<file path="src/design/stpr_pkg.sv">
// Shared types and constants of the stepper ramp generator.
`default_nettype none
package stpr_pkg;

	// Item operation codes
	localparam logic OP_MOVE = 1'b0;
	localparam logic OP_TICK = 1'b1;

	// Motion phases
	localparam logic [2:0] PH_IDLE  = 3'd0;
	localparam logic [2:0] PH_ACCEL = 3'd1;
	localparam logic [2:0] PH_RUN   = 3'd2;
	localparam logic [2:0] PH_DECEL = 3'd3;
	localparam logic [2:0] PH_STOP  = 3'd4;

	// Register indexes on the APB port
	localparam logic [1:0] REG_ACCEL = 2'd0;
	localparam logic [1:0] REG_DECEL = 2'd1;
	localparam logic [1:0] REG_SPEED = 2'd2;
	localparam logic [1:0] REG_FREQ  = 2'd3;

	// Field widths
	localparam int RATE_W   = 16;
	localparam int FREQ_W   = 28;
	localparam int MOVE_W   = 16;
	localparam int PERIOD_W = 32;
	localparam int CNT_W    = 17;
	localparam int REST_W   = 20;

	// Serial divider geometry
	localparam int DIV_DVD_W = 48;
	localparam int DIV_DVS_W = 18;
	localparam int DIV_CNT_W = 6;

	// Square root unit: 625 * a stays below 2^26
	localparam int SQRT_W = 26;
	localparam int SQRT_RES_W = 14;
	localparam logic [SQRT_W-1:0] SQRT_TOP = 26'h1000000;
	localparam int SQRT_K = 625;

	localparam int FREQ_K = 24;
	localparam int START_PERIOD = 3;

	typedef struct packed {
		logic busy;
		logic done;
	} div_stat_t;

endpackage
`default_nettype wire

</file>
<file path="src/design/stpr_if.sv">
// Handshake channels of the stepper ramp generator: move/tick items and results.
`default_nettype none
interface stpr_item_if;
	logic valid;
	logic ready;
	logic operation;
	logic signed [stpr_pkg::MOVE_W-1:0] move_steps;

	modport source(output valid, operation, move_steps, input ready);
	modport sink(input valid, operation, move_steps, output ready);
endinterface

interface stpr_res_if;
	logic valid;
	logic ready;
	logic [stpr_pkg::PERIOD_W-1:0] timer_period;
	logic timer_running;
	logic step_pulse;
	logic direction;
	logic [2:0] phase;
	logic move_done;

	modport source(output valid, timer_period, timer_running, step_pulse, direction, phase,
		move_done, input ready);
	modport sink(input valid, timer_period, timer_running, step_pulse, direction, phase,
		move_done, output ready);
endinterface
`default_nettype wire

</file>
<file path="src/design/stpr_div.sv">
// Restoring unsigned divider, one quotient bit per cycle.
`default_nettype none
module stpr_div import stpr_pkg::*; (
	input  logic                 clk,
	input  logic                 arst_n,
	input  logic                 start,
	input  logic [DIV_DVD_W-1:0] dividend,
	input  logic [DIV_DVS_W-1:0] divisor,
	output logic [DIV_DVD_W-1:0] quotient,
	output logic [DIV_DVS_W-1:0] remainder,
	output div_stat_t            stat
);

	logic [DIV_DVS_W-1:0] rem_q;
	logic [DIV_DVD_W-1:0] quo_q;
	logic [DIV_DVS_W-1:0] dvs_q;
	logic [DIV_CNT_W-1:0] cnt_q;
	logic                 busy_q;
	logic                 done_q;
	logic [DIV_DVS_W:0]   trial;
	logic [DIV_DVS_W:0]   diff;
	logic                 ge;

	// Shift in the next dividend bit and try the subtract
	always_comb begin
		trial = {rem_q, quo_q[DIV_DVD_W-1]};
		diff  = trial - {1'b0, dvs_q};
		ge    = trial >= {1'b0, dvs_q};
	end

	always_ff @(posedge clk or negedge arst_n) begin
		if (!arst_n) begin
			rem_q  <= '0;
			quo_q  <= '0;
			dvs_q  <= '0;
			cnt_q  <= '0;
			busy_q <= 1'b0;
			done_q <= 1'b0;
		end else begin
			done_q <= 1'b0;
			if (start) begin
				rem_q  <= '0;
				quo_q  <= dividend;
				dvs_q  <= divisor;
				cnt_q  <= DIV_CNT_W'(DIV_DVD_W);
				busy_q <= 1'b1;
			end else if (busy_q) begin
				rem_q <= ge ? diff[DIV_DVS_W-1:0] : trial[DIV_DVS_W-1:0];
				quo_q <= {quo_q[DIV_DVD_W-2:0], ge};
				cnt_q <= cnt_q - 1'b1;
				if (cnt_q == DIV_CNT_W'(1)) begin
					busy_q <= 1'b0;
					done_q <= 1'b1;
				end
			end
		end
	end

	assign quotient  = quo_q;
	assign remainder = rem_q;
	assign stat.busy = busy_q;
	assign stat.done = done_q;

endmodule
`default_nettype wire

</file>
<file path="src/design/stepper_trapezoid_ramp.sv">
// Stepper speed ramp generator: a move item plans a trapezoidal profile and each
// timer tick item steps the accelerate, run, decelerate and stop phases, returning
// the next timer period. One result per item. All divisions share one serial
// divider, and a move also takes a rounded square root. One item is worked on at
// a time; the result register lets the next item enter while a result waits.
`default_nettype none
module stepper_trapezoid_ramp import stpr_pkg::*; #(
	parameter int DELAY_WIDTH = 32,
	parameter int STEP_WIDTH  = 16
) (
	input  logic        clk,
	input  logic        arst_n,
	stpr_item_if.sink   item_in,
	stpr_res_if.source  result_out,
	input  logic        psel,
	input  logic        penable,
	input  logic        pwrite,
	input  logic [3:0]  paddr,
	input  logic [31:0] pwdata,
	output logic [31:0] prdata,
	output logic        pready
);

	localparam int DW = DELAY_WIDTH;
	localparam int SW = STEP_WIDTH;

	// Sequencer codes
	localparam logic [3:0] SQ_IDLE   = 4'd0;
	localparam logic [3:0] SQ_SQRT   = 4'd1;
	localparam logic [3:0] SQ_CRUISE = 4'd2;
	localparam logic [3:0] SQ_FIRST  = 4'd3;
	localparam logic [3:0] SQ_SMAX   = 4'd4;
	localparam logic [3:0] SQ_ALIM   = 4'd5;
	localparam logic [3:0] SQ_DVAL   = 4'd6;
	localparam logic [3:0] SQ_TICK   = 4'd7;
	localparam logic [3:0] SQ_OUT    = 4'd8;

	// Configuration
	logic [RATE_W-1:0] accel_q, decel_q, speed_q;
	logic [FREQ_W-1:0] freq_q;
	logic [RATE_W-1:0] a_eff, d_eff, v_eff;

	// Ramp state
	logic [3:0]              seq_q;
	logic [2:0]              phase_q;
	logic [DW-1:0]           delay_q, cruise_q, plateau_q;
	logic [SW-1:0]           steps_q, steps_inc;
	logic [CNT_W-1:0]        rcnt_q, dpoint_q, dlen_q, mag_q, n_next;
	logic signed [REST_W-1:0] rest_q, r_s;
	logic                    dir_q;

	// Move planning
	logic [SQRT_W-1:0]     sx_q, sr_q, sb_q, s_sum;
	logic                  s_take;
	logic [SQRT_RES_W-1:0] sq_q;
	logic [31:0]           smax_q;
	logic [31:0]           freq24;

	// Divider hookup
	logic                 div_go_q;
	logic [DIV_DVD_W-1:0] dvd_q, quo;
	logic [DIV_DVS_W-1:0] dvs_q, rem;
	div_stat_t            dstat;
	logic                 neg_dvd_q, neg_quo_q;

	// Tick arithmetic
	logic signed [18:0] dvs19;
	logic [DIV_DVS_W-1:0] dvs_mag;
	logic [33:0] cd2;
	logic signed [34:0] dvd35;
	logic [33:0] dvd_mag;
	logic [33:0] nd_w;
	logic [DW-1:0] nd;

	// Move input
	logic signed [CNT_W-1:0] mv_ext;
	logic [CNT_W-1:0]        mv_mag;

	// Result holding
	logic [PERIOD_W-1:0] period_q, o_period_q;
	logic pulse_q, done_q;
	logic ov_q, o_run_q, o_pulse_q, o_dir_q, o_done_q;
	logic [2:0] o_phase_q;
	logic in_acc;

	stpr_div u_div (
		.clk       (clk),
		.arst_n    (arst_n),
		.start     (div_go_q),
		.dividend  (dvd_q),
		.divisor   (dvs_q),
		.quotient  (quo),
		.remainder (rem),
		.stat      (dstat)
	);

	// Zero rates count as one
	always_comb begin
		a_eff = (accel_q == '0) ? RATE_W'(1) : accel_q;
		d_eff = (decel_q == '0) ? RATE_W'(1) : decel_q;
		v_eff = (speed_q == '0) ? RATE_W'(1) : speed_q;
	end

	always_comb begin
		item_in.ready = (seq_q == SQ_IDLE);
		in_acc        = item_in.valid && item_in.ready;
		mv_ext        = {item_in.move_steps[MOVE_W-1], item_in.move_steps};
		mv_mag        = mv_ext[CNT_W-1] ? CNT_W'(-mv_ext) : mv_ext;
		steps_inc     = steps_q + SW'(1);
		n_next        = rcnt_q + CNT_W'(1);
		freq24        = 32'(32'(freq_q) * 32'(FREQ_K));

		// Divisor 4n+1 and dividend 2d+rest, split into sign and magnitude
		dvs19   = {n_next, 2'b01};
		dvs_mag = dvs19[18] ? DIV_DVS_W'(-dvs19) : dvs19[DIV_DVS_W-1:0];
		cd2     = 34'(delay_q) << 1;
		dvd35   = $signed({1'b0, cd2}) + 35'(rest_q);
		dvd_mag = dvd35[34] ? 34'(-dvd35) : dvd35[33:0];

		// Apply the truncated signed quotient and remainder
		nd_w = neg_quo_q ? 34'(delay_q) + quo[33:0] : 34'(delay_q) - quo[33:0];
		nd   = nd_w[DW-1:0];
		r_s  = neg_dvd_q ? -$signed(REST_W'(rem)) : $signed(REST_W'(rem));

		// One square root step
		s_sum  = sr_q + sb_q;
		s_take = s_sum <= sx_q;
	end

	always_ff @(posedge clk or negedge arst_n) begin
		if (!arst_n) begin
			accel_q    <= RATE_W'(100);
			decel_q    <= RATE_W'(100);
			speed_q    <= RATE_W'(1000);
			freq_q     <= FREQ_W'(1000000);
			seq_q      <= SQ_IDLE;
			phase_q    <= PH_IDLE;
			delay_q    <= '0;
			cruise_q   <= '0;
			plateau_q  <= '0;
			steps_q    <= '0;
			rcnt_q     <= '0;
			dpoint_q   <= '0;
			dlen_q     <= '0;
			mag_q      <= '0;
			rest_q     <= '0;
			dir_q      <= 1'b0;
			sx_q       <= '0;
			sr_q       <= '0;
			sb_q       <= '0;
			sq_q       <= '0;
			smax_q     <= '0;
			div_go_q   <= 1'b0;
			dvd_q      <= '0;
			dvs_q      <= '0;
			neg_dvd_q  <= 1'b0;
			neg_quo_q  <= 1'b0;
			period_q   <= '0;
			pulse_q    <= 1'b0;
			done_q     <= 1'b0;
			ov_q       <= 1'b0;
			o_period_q <= '0;
			o_run_q    <= 1'b0;
			o_pulse_q  <= 1'b0;
			o_dir_q    <= 1'b0;
			o_phase_q  <= PH_IDLE;
			o_done_q   <= 1'b0;
		end else begin
			div_go_q <= 1'b0;

			// Register writes
			if (psel && penable && pwrite) begin
				unique case (paddr[3:2])
					REG_ACCEL: accel_q <= pwdata[RATE_W-1:0];
					REG_DECEL: decel_q <= pwdata[RATE_W-1:0];
					REG_SPEED: speed_q <= pwdata[RATE_W-1:0];
					REG_FREQ:  freq_q  <= pwdata[FREQ_W-1:0];
					default: ;
				endcase
			end

			// Drop the result once taken
			if (ov_q && result_out.ready) begin
				ov_q <= 1'b0;
			end

			unique case (seq_q)
				SQ_IDLE: begin
					if (in_acc) begin
						if (item_in.operation == OP_MOVE) begin
							dir_q    <= item_in.move_steps[MOVE_W-1];
							mag_q    <= mv_mag;
							sx_q     <= SQRT_W'(SQRT_W'(a_eff) * SQRT_W'(SQRT_K));
							sr_q     <= '0;
							sb_q     <= SQRT_TOP;
							phase_q  <= PH_ACCEL;
							rcnt_q   <= '0;
							period_q <= PERIOD_W'(START_PERIOD);
							pulse_q  <= 1'b0;
							done_q   <= 1'b0;
							seq_q    <= SQ_SQRT;
						end else begin
							period_q <= PERIOD_W'(delay_q);
							pulse_q  <= (phase_q == PH_ACCEL) || (phase_q == PH_RUN) ||
								(phase_q == PH_DECEL);
							done_q   <= (phase_q == PH_STOP);
							unique case (phase_q)
								PH_STOP: begin
									steps_q <= '0;
									rest_q  <= '0;
									phase_q <= PH_IDLE;
									seq_q   <= SQ_OUT;
								end
								PH_ACCEL, PH_DECEL: begin
									steps_q   <= steps_inc;
									rcnt_q    <= n_next;
									dvd_q     <= DIV_DVD_W'(dvd_mag);
									dvs_q     <= dvs_mag;
									div_go_q  <= 1'b1;
									neg_dvd_q <= dvd35[34];
									neg_quo_q <= dvd35[34] ^ dvs19[18];
									seq_q     <= SQ_TICK;
								end
								PH_RUN: begin
									steps_q <= steps_inc;
									seq_q   <= SQ_OUT;
									if (CNT_W'(steps_inc) >= dpoint_q) begin
										rcnt_q  <= dlen_q;
										delay_q <= plateau_q;
										phase_q <= PH_DECEL;
									end else begin
										delay_q <= cruise_q;
									end
								end
								default: seq_q <= SQ_OUT;
							endcase
						end
					end
				end

				// Rounded square root of 625 * acceleration, two bits a cycle
				SQ_SQRT: begin
					if (sb_q == '0) begin
						sq_q     <= (sr_q < sx_q) ? SQRT_RES_W'(sr_q + SQRT_W'(1)) :
							SQRT_RES_W'(sr_q);
						dvd_q    <= DIV_DVD_W'(freq_q);
						dvs_q    <= DIV_DVS_W'(v_eff);
						div_go_q <= 1'b1;
						seq_q    <= SQ_CRUISE;
					end else begin
						if (s_take) begin
							sx_q <= sx_q - s_sum;
						end
						sr_q <= (sr_q >> 1) + (s_take ? sb_q : '0);
						sb_q <= sb_q >> 2;
					end
				end

				SQ_CRUISE: begin
					if (dstat.done) begin
						cruise_q <= quo[DW-1:0];
						dvd_q    <= DIV_DVD_W'(freq24);
						dvs_q    <= DIV_DVS_W'(sq_q);
						div_go_q <= 1'b1;
						seq_q    <= SQ_FIRST;
					end
				end

				SQ_FIRST: begin
					if (dstat.done) begin
						delay_q  <= quo[DW-1:0];
						dvd_q    <= DIV_DVD_W'(32'(v_eff) * 32'(v_eff));
						dvs_q    <= DIV_DVS_W'({a_eff, 1'b0});
						div_go_q <= 1'b1;
						seq_q    <= SQ_SMAX;
					end
				end

				SQ_SMAX: begin
					if (dstat.done) begin
						smax_q   <= quo[31:0];
						dvd_q    <= DIV_DVD_W'(32'(mag_q) * 32'(d_eff));
						dvs_q    <= DIV_DVS_W'(CNT_W'(a_eff) + CNT_W'(d_eff));
						div_go_q <= 1'b1;
						seq_q    <= SQ_ALIM;
					end
				end

				// Deceleration set by the move length or by the top speed
				SQ_ALIM: begin
					if (dstat.done) begin
						if (32'(quo[CNT_W-1:0]) <= smax_q) begin
							dlen_q   <= quo[CNT_W-1:0] - mag_q;
							dpoint_q <= quo[CNT_W-1:0];
							seq_q    <= SQ_OUT;
						end else begin
							dvd_q    <= DIV_DVD_W'(smax_q) * DIV_DVD_W'(a_eff);
							dvs_q    <= DIV_DVS_W'(d_eff);
							div_go_q <= 1'b1;
							seq_q    <= SQ_DVAL;
						end
					end
				end

				SQ_DVAL: begin
					if (dstat.done) begin
						dlen_q   <= CNT_W'(0) - quo[CNT_W-1:0];
						dpoint_q <= mag_q - quo[CNT_W-1:0];
						seq_q    <= SQ_OUT;
					end
				end

				// Finish the delay recurrence and advance the phase
				SQ_TICK: begin
					if (dstat.done) begin
						delay_q <= nd;
						rest_q  <= r_s;
						seq_q   <= SQ_OUT;
						if (phase_q == PH_ACCEL) begin
							if (CNT_W'(steps_q) >= dpoint_q) begin
								rcnt_q  <= dlen_q;
								phase_q <= PH_DECEL;
							end else if (nd <= cruise_q) begin
								plateau_q <= nd;
								delay_q   <= cruise_q;
								rest_q    <= '0;
								phase_q   <= PH_RUN;
							end
						end else if (!rcnt_q[CNT_W-1]) begin
							phase_q <= PH_STOP;
						end
					end
				end

				// Hand the result to the output register
				SQ_OUT: begin
					if (!ov_q || result_out.ready) begin
						ov_q       <= 1'b1;
						o_period_q <= period_q;
						o_run_q    <= (phase_q != PH_IDLE);
						o_pulse_q  <= pulse_q;
						o_dir_q    <= dir_q;
						o_phase_q  <= phase_q;
						o_done_q   <= done_q;
						seq_q      <= SQ_IDLE;
					end
				end

				default: seq_q <= SQ_IDLE;
			endcase
		end
	end

	// Register reads
	always_comb begin
		unique case (paddr[3:2])
			REG_ACCEL: prdata = 32'(accel_q);
			REG_DECEL: prdata = 32'(decel_q);
			REG_SPEED: prdata = 32'(speed_q);
			REG_FREQ:  prdata = 32'(freq_q);
			default:   prdata = '0;
		endcase
	end

	assign pready                   = 1'b1;
	assign result_out.valid         = ov_q;
	assign result_out.timer_period  = o_period_q;
	assign result_out.timer_running = o_run_q;
	assign result_out.step_pulse    = o_pulse_q;
	assign result_out.direction     = o_dir_q;
	assign result_out.phase         = o_phase_q;
	assign result_out.move_done     = o_done_q;

	// The divider is never restarted mid-division
	a_div_start: assert property (@(posedge clk) disable iff (!arst_n)
		div_go_q |-> !dstat.busy)
		else $error("divider started while busy");

	// A new item only enters with the divider at rest
	a_idle_div: assert property (@(posedge clk) disable iff (!arst_n)
		(seq_q == SQ_IDLE) |-> (!dstat.busy && !div_go_q))
		else $error("input ready while divider active");

	// A finished move reports idle and no step
	a_done_idle: assert property (@(posedge clk) disable iff (!arst_n)
		(ov_q && o_done_q) |-> (o_phase_q == PH_IDLE && !o_pulse_q && !o_run_q))
		else $error("move done with motor still running");

endmodule
`default_nettype wire

</file>
<file path="src/flat_wrapper.sv">
// flat-port wrapper written by rule: the top's interface ports become plain ports
module stepper_trapezoid_ramp_flat import stpr_pkg::*;
#(
	parameter int DELAY_WIDTH = 32,
	parameter int STEP_WIDTH  = 16
)
  (clk, arst_n, psel, penable, pwrite, paddr, pwdata, prdata, pready, item_in_valid, item_in_operation, item_in_move_steps, item_in_ready, result_out_valid, result_out_timer_period, result_out_timer_running, result_out_step_pulse, result_out_direction, result_out_phase, result_out_move_done, result_out_ready);
  stpr_item_if item_in_i ();
  stpr_res_if result_out_i ();
  input  logic clk;
  input  logic arst_n;
  input  logic psel;
  input  logic penable;
  input  logic pwrite;
  input  logic [3:0] paddr;
  input  logic [31:0] pwdata;
  output logic [31:0] prdata;
  output logic pready;
  input wire logic [$bits(item_in_i.valid)-1:0] item_in_valid;
  input wire logic [$bits(item_in_i.operation)-1:0] item_in_operation;
  input wire logic [$bits(item_in_i.move_steps)-1:0] item_in_move_steps;
  output wire logic [$bits(item_in_i.ready)-1:0] item_in_ready;
  output wire logic [$bits(result_out_i.valid)-1:0] result_out_valid;
  output wire logic [$bits(result_out_i.timer_period)-1:0] result_out_timer_period;
  output wire logic [$bits(result_out_i.timer_running)-1:0] result_out_timer_running;
  output wire logic [$bits(result_out_i.step_pulse)-1:0] result_out_step_pulse;
  output wire logic [$bits(result_out_i.direction)-1:0] result_out_direction;
  output wire logic [$bits(result_out_i.phase)-1:0] result_out_phase;
  output wire logic [$bits(result_out_i.move_done)-1:0] result_out_move_done;
  input wire logic [$bits(result_out_i.ready)-1:0] result_out_ready;
  assign item_in_i.valid = item_in_valid;
  assign item_in_i.operation = item_in_operation;
  assign item_in_i.move_steps = item_in_move_steps;
  assign item_in_ready = item_in_i.ready;
  assign result_out_valid = result_out_i.valid;
  assign result_out_timer_period = result_out_i.timer_period;
  assign result_out_timer_running = result_out_i.timer_running;
  assign result_out_step_pulse = result_out_i.step_pulse;
  assign result_out_direction = result_out_i.direction;
  assign result_out_phase = result_out_i.phase;
  assign result_out_move_done = result_out_i.move_done;
  assign result_out_i.ready = result_out_ready;
  stepper_trapezoid_ramp #(.DELAY_WIDTH(DELAY_WIDTH), .STEP_WIDTH(STEP_WIDTH)) u_core (.clk(clk), .arst_n(arst_n), .item_in(item_in_i), .result_out(result_out_i), .psel(psel), .penable(penable), .pwrite(pwrite), .paddr(paddr), .pwdata(pwdata), .prdata(prdata), .pready(pready));
endmodule
</file>
<file path="config.mk">
export PLATFORM = sky130hd
export DESIGN_NAME = stepper_trapezoid_ramp_flat
export DESIGN_NICKNAME = d
export VERILOG_FILES = /design/src/design/stpr_pkg.sv /design/src/design/stpr_if.sv /design/src/design/stpr_div.sv /design/src/design/stepper_trapezoid_ramp.sv /design/src/flat_wrapper.sv
export SDC_FILE = /design/constraint.sdc
export NUM_CORES = 2
export LEC_CHECK = 0
export BUFFER_PORTS_ARGS = -buffer_cell sky130_fd_sc_hd__buf_4
export CORE_MARGIN = 2
export CORE_UTILIZATION = 60
export DETAILED_ROUTE_END_ITERATION = 6
export PLACE_DENSITY = 0.87
export SLEW_MARGIN = 25
export SYNTH_ARGS = -nofsm -noshare
export SYNTH_HDL_FRONTEND = slang
export SYNTH_SLANG_ARGS = --single-unit
</file>
<file path="constraint.sdc">
create_clock -name clk -period 9.1 [get_ports clk]
set_input_delay 1.365 -clock clk [delete_from_list [all_inputs] [get_ports clk]]
set_output_delay 1.365 -clock clk [all_outputs]
set_load 0.005 [all_outputs]
</file>
# Word-level counts from Yosys, hierarchy flattened
# Index checks and enable logic that the tools add are counted.
# word_totals
in_bits	60
regBits	643
elab_cells	294
# op_classes
n_mul	5
eq_ne	42
bitwise_logic	3
addsub	19
mux	128
n_reduce_logical	48
n_lt_le_gt_ge	7
# op_table
op	n
48-bit 2-to-1 mux	11
32-bit 2-to-1 mux	11
48-bit case mux with 6 select lines	1
26-bit 2-to-1 mux	11
18-bit 2-to-1 mux	13
17-bit 2-to-1 mux	13
20-bit 2-to-1 mux	8
26-bit case mux with 2 select lines	3
17-bit case mux with 2 select lines	4
32-bit case mux with 4 select lines	1
18-bit case mux with 6 select lines	1
32-bit case mux with 3 select lines	1
16-bit logical NOT	3
32-bit by 16-bit multiplier with 48-bit output	1
16-bit 2-to-1 mux	3
4-bit 2-to-1 mux	11
20-bit case mux with 2 select lines	1
34-bit by 20-bit adder with 35-bit output	1
16-bit by 17-bit greater-or-equal comparator with 1-bit output	2
34-bit 2-to-1 mux	1
34-bit negator	1
17-bit subtractor	2
17-bit by 16-bit multiplier with 33-bit output	1
32-bit adder	1
66 further kinds	146

# Logic depth before layout (Yosys ltp)
# depth
ltp_word	8
depth_mapped	36
ltp_nobuf	35

# Cells and area by module
# Synthesis repeated with hierarchy kept, for this count alone.
# hier_totals
hier_cells	8958
area_unflattened_um2	78640.4
# by_module_without_submodules
module	cells_per_inst	instances	area_per_inst_um2	seq_area_each_um2
stepper_trapezoid_ramp	8419	1	73458.0	13486.7
stpr_div	539	1	5182.5	2302.2

# Worst setup path after synthesis
# OpenSTA, ideal clock, no wires.
# synth_path
kind	register to register
start	register u_core.accel_q[13]
end	register u_core.dvd_q[47]
arrival_time_ps	7855
setup_ps	132
synth_period_minus_slack_ps	7987
t_required_ps	8968
path_slack_ps	1113
stages_incl_launch_ff	34
path_cell_list	dfrtp_1 > inv_1 > ha_1 > and4_1 > nand4_1 > nor3_1 > nor2_1 > clkinv_1 > clkbuf_1 > nor2_1 > fa_1 > inv_1 > fa_1 > fa_1 > inv_1 > fa_1 > fa_1 > inv_1 > fa_1 > inv_1 > ha_1 > clkbuf_1 > a21o_1 > a21o_1 > a21oi_1 > nor2b_1 > a211oi_1 > o21ai_0 > a2111oi_0 > o31ai_1 > a21oi_1 > o21ba_2 > mux2i_1 > o211ai_1
# synth_between
elab_chain_cells	6
# synth_lines
element	line_no	rtl
start: declaration	stepper_trapezoid_ramp.sv:39	logic [RATE_W-1:0] accel_q, decel_q, speed_q;
start signal: assignment	stepper_trapezoid_ramp.sv:174	REG_ACCEL: accel_q <= pwdata[RATE_W-1:0];
16-bit logical NOT	stepper_trapezoid_ramp.sv:99	a_eff = (accel_q == '0) ? RATE_W'(1) : accel_q;
16-bit 2-to-1 mux (*)	stepper_trapezoid_ramp.sv:99	
32-bit by 16-bit multiplier with 48-bit output (*)	stepper_trapezoid_ramp.sv:297	dvd_q <= DIV_DVD_W'(smax_q) * DIV_DVD_W'(a_eff);
48-bit 2-to-1 mux (*)	stepper_trapezoid_ramp.sv:292	if (32'(quo[CNT_W-1:0]) <= smax_q) begin
48-bit 2-to-1 mux (*)	stepper_trapezoid_ramp.sv:291	if (dstat.done) begin
48-bit case mux with 6 select lines (*)	stepper_trapezoid_ramp.sv:187	unique case (seq_q)
end signal: assignment	stepper_trapezoid_ramp.sv:217	dvd_q <= DIV_DVD_W'(dvd_mag);
end signal: assignment	stepper_trapezoid_ramp.sv:282	dvd_q <= DIV_DVD_W'(32'(mag_q) * 32'(d_eff));
end signal: assignment	stepper_trapezoid_ramp.sv:297	
end: declaration	stepper_trapezoid_ramp.sv:61	logic [DIV_DVD_W-1:0] dvd_q, quo;
# Every way passes the cells marked *; elsewhere a longest branch is shown, timed or not. The select of a mux whose other input is x is not followed.
# A chain may end at the register's enable or synchronous reset.

# Worst setup path after layout
# layout_path
start	register u_core.accel_q[2]
end	register u_core.dvd_q[44]
# The elaborated chain is that of the path after synthesis.

==> impl_metrics.json <==
{
  "antenna_found_initial": 18,
  "area_delta_synth_final_pct": 7.540,
  "max_stage_delay_ps": 560,
  "design.die.area_um2": 133000,
  "core.rowCount": 132,
  "cts_tree": "yes",
  "synthDistinctLibCells": 94,
  "avgSynthCellArea_um2": 8.733,
  "drt_iter0_markers": 8277,
  "r2r_start": "u_core.accel_q[2]$_DFFE_PN1P_",
  "die_w_um": 364.6,
  "grt_pass1_vias": 69290,
  "fmax_ghz": 0.1133,
  "violations": "design-rule violations",
  "clk_latency_ps": 730,
  "path_clk_slew_ps": 50,
  "dp_hpwl_um": 202700,
  "synthesis.area_um2": 78040,
  "cts.sinks": 630,
  "numCtsBuffers": 77,
  "ys_warn_count": 0,
  "reg2reg_slack_ps": 280,
  "start_util": 0.6035,
  "slew_headroom": 0.2374,
  "gp_congestion": 1.073,
  "cp-startpoint": "u_core.accel_q[2]$_DFFE_PN1P_",
  "required_ps": 9650,
  "worst_pin_slew_ps": 1144,
  "fin_setup_tns_ps": 0,
  "synth-seq-cells": 630,
  "hold_path.class": "flip-flop to flip-flop",
  "grt_pass1_wl_um": 403500,
  "status": "finished, violations left",
  "arrival_ps": 9370,
  "synth-edff-count": 0,
  "grt_max_degree": 166,
  "endpoint_kind": "flip-flop",
  "overflow": 0,
  "multi_input_area_um2": 55960,
  "dp_slack_ps": 541.8,
  "route.detailed.drc": 12,
  "rsz0062_at_grt": "no",
  "core_region_area_um2": 129300,
  "vias_per_cell": 6.410,
  "fillers": 10070,
  "cts-root-buf": "clkbuf_16",
  "synth-seq-area-share": 0.2023,
  "busiest_layer": "met2",
  "crit_top_cell": "fa_1",
  "cp_slowest_cell": "dfstp_2",
  "grtUsageMet3": 0.1273,
  "post-route-min-period_ps": 8825,
  "grt_use_total": 0.4001,
  "num_vias": 68530,
  "synthFlopType": "dfrtp_1",
  "dr.pass1.iters": 7,
  "grt_util_met1": 0.4800,
  "hold_path.startpoint": "u_core.period_q[10]$_DFFE_PN0P_",
  "grtUsageMet2": 0.6010,
  "hold_violations": 0,
  "die_y_um": 364.6,
  "placed_cells": 10540,
  "worstPathMaxFanout": 14,
  "final_nets": 10490,
  "setup_slack_ps": 275.1,
  "period_share": 0.9698,
  "syn_inst": 8936,
  "report.final.setup_viol": 0,
  "ant_nets": 0,
  "instances_no_fill": 10690,
  "cts_max_path_buffers": 3,
  "register_area_um2": 15800,
  "maxCapViolCount": 0,
  "timing.final.max_slew_violations": 0,
  "portBuffers": 122,
  "io_pins": 134,
  "worstSetupPathType": "flip-flop to flip-flop",
  "startpoint_type": "flip-flop",
  "routedWlPerCell_um": 24.72,
  "async_flop_share": 1.000,
  "wl_um": 264300,
  "fin_skew_ps": 69.32,
  "drive_gt1_frac": 0.08995,
  "h-tree-depth": 3
}
[metal layers]
| layer | part of all wire | wire, um |
|---|---|---|
| met5 | 0.0011 | 295 |
| met2 | 0.43 | 113400 |
| met4 | 0.090 | 23770 |
| met1 | 0.35 | 93490 |
| met3 | 0.13 | 33340 |
[critical path: cells and delay by family (launching register included)]
kind | cells | cell delay (ps)
compound gates | 9 | 2230
fa+ha+maj | 8 | 3680
buf+inv | 8 | 1200
flops | 1 | 560
simple gates | 5 | 1000
[path summary, 6_finish.rpt]
path | end | depth (start not counted)
setup reg to reg | u_core.dvd_q[44]$_DFFE_PN0P_ | 30
hold / removal | u_core.period_q[10]$_DFFE_PN0P_ | 2
setup / recovery | u_core.dvd_q[44]$_DFFE_PN0P_ | 30
min in group asynchronous | u_core.u_div.cnt_q[2]$_DFFE_PN0P_ | 1
hold reg to reg | u_core.period_q[10]$_DFFE_PN0P_ | 2
max in group asynchronous | u_core.sr_q[20]$_DFFE_PN0P_ | 3
[registers in the layout (all words and copies together) (netlist names), 14 cells and up]
signal,count
u_core.dvd_q,48
u_core.u_div.quotient,48
u_core.cruise_q,32
u_core.delay_q,32
u_core.period_q,32
u_core.plateau_q,32
u_core.result_out.timer_period,32
u_core.smax_q,32
u_core.freq_q,28
u_core.sr_q,26
u_core.sx_q,26
u_core.rest_q,20
u_core.dvs_q,18
u_core.u_div.dvs_q,18
u_core.u_div.remainder,18
u_core.dlen_q,17
u_core.dpoint_q,17
u_core.mag_q,17
u_core.rcnt_q,17
u_core.accel_q,16
u_core.decel_q,16
u_core.speed_q,16
u_core.steps_q,16
u_core.sq_q,14
[synth_stat cells (25+ instances only)]
library cell / count / area [um2]
inv_1: 1230 / 4617
nand2_1: 1149 / 4313
fa_1: 831 / 16640
ha_1: 724 / 9059
dfrtp_1: 611 / 15290
nor2_1: 535 / 2008
o21ai_0: 481 / 2407
clkbuf_1: 425 / 1595
a21oi_1: 399 / 1997
xnor2_1: 260 / 2277
and2_1: 213 / 1333
mux2_2: 194 / 2185
xor2_1: 191 / 1673
a21o_1: 163 / 1224
nand3_1: 152 / 760.7
and3_1: 137 / 857.1
nor3_1: 100 / 500.5
a211oi_1: 81 / 608.1
mux2i_1: 75 / 750.7
a31oi_1: 64 / 400.4
nand2b_1: 58 / 362.9
nor2b_1: 57 / 356.6
nand4_1: 56 / 350.3
o21bai_1: 49 / 367.9
a221oi_1: 43 / 376.6
buf_1: 43 / 161.4
o21a_1: 39 / 292.8
o31ai_1: 39 / 292.8
a222oi_1: 38 / 380.4
nor4_1: 31 / 193.9
or3_1: 31 / 193.9
a31o_2: 27 / 236.5
a22o_1: 26 / 227.7
a22oi_1: 25 / 187.7
[repair_timing]
action                     4_1_cts  5_1_grt
hold buffers                     0        0
gates resized for setup          0        3
setup buffers                    0        2
setup endpoints to repair        0        9
hold endpoints to repair         0        0
[placed cells by master (no fill, tap or decap), types with 38 or more instances in the layout]
cell / netlist / routed
nand4_1: 56 / 56
and3_1: 137 / 137
nand3_1: 152 / 151
mux2i_1: 75 / 75
nor2b_1: 57 / 57
xor2_1: 191 / 190
o21ai_0: 481 / 477
o21bai_1: 49 / 49
nand2_1: 1149 / 1149
a222oi_1: 38 / 38
xnor2_1: 260 / 256
ha_1: 724 / 724
o21a_1: 39 / 39
nor2_1: 535 / 519
buf_4: 5 / 333
mux2_2: 194 / 194
nor3_1: 100 / 94
a21o_1: 163 / 163
inv_1: 1230 / 1230
a221oi_1: 43 / 42
a211oi_1: 81 / 81
and2_1: 213 / 213
dfrtp_1: 611 / 609
a21oi_1: 399 / 399
a31oi_1: 64 / 64
nand2b_1: 58 / 57
fa_1: 831 / 831
clkbuf_16: 0 / 78
o31ai_1: 39 / 39
[logic make-up after synthesis]
group	after synthesis	share of synthesized area
flops	630	0.2023
buf+inv	1722	0.08326
fa+ha+maj	1556	0.3294
mux	285	0.04223
other cells	2	0.00009623
xor+xnor	451	0.05062
simple gates	2610	0.1534
compound gates	1680	0.1387
[metrics by stage]
step,hold WS [ps],area (um2),utilization
detailed placement,452.0,81140,0.6274
global placement,447.2,81120,0.6273
finish,462.7,83920,0.6490
global route,479.9,83900,0.6488
floorplan,434.8,78050,-
CTS,464.6,83810,0.6481
[area by class of cell]
type	instances	area share
Antenna cell	11	0.0003280
Tap cell	1742	0.02597
Clock inverter	38	0.006426
Timing Repair Buffer	341	0.03120
Multi-Input combinational cell	6587	0.6668
Inverter	1242	0.05564
Clock buffer	100	0.02543
Sequential cell	630	0.1882
Power is not shown: default switching activity piles up to over one toggle a cycle in this logic, so the estimate is an artifact.
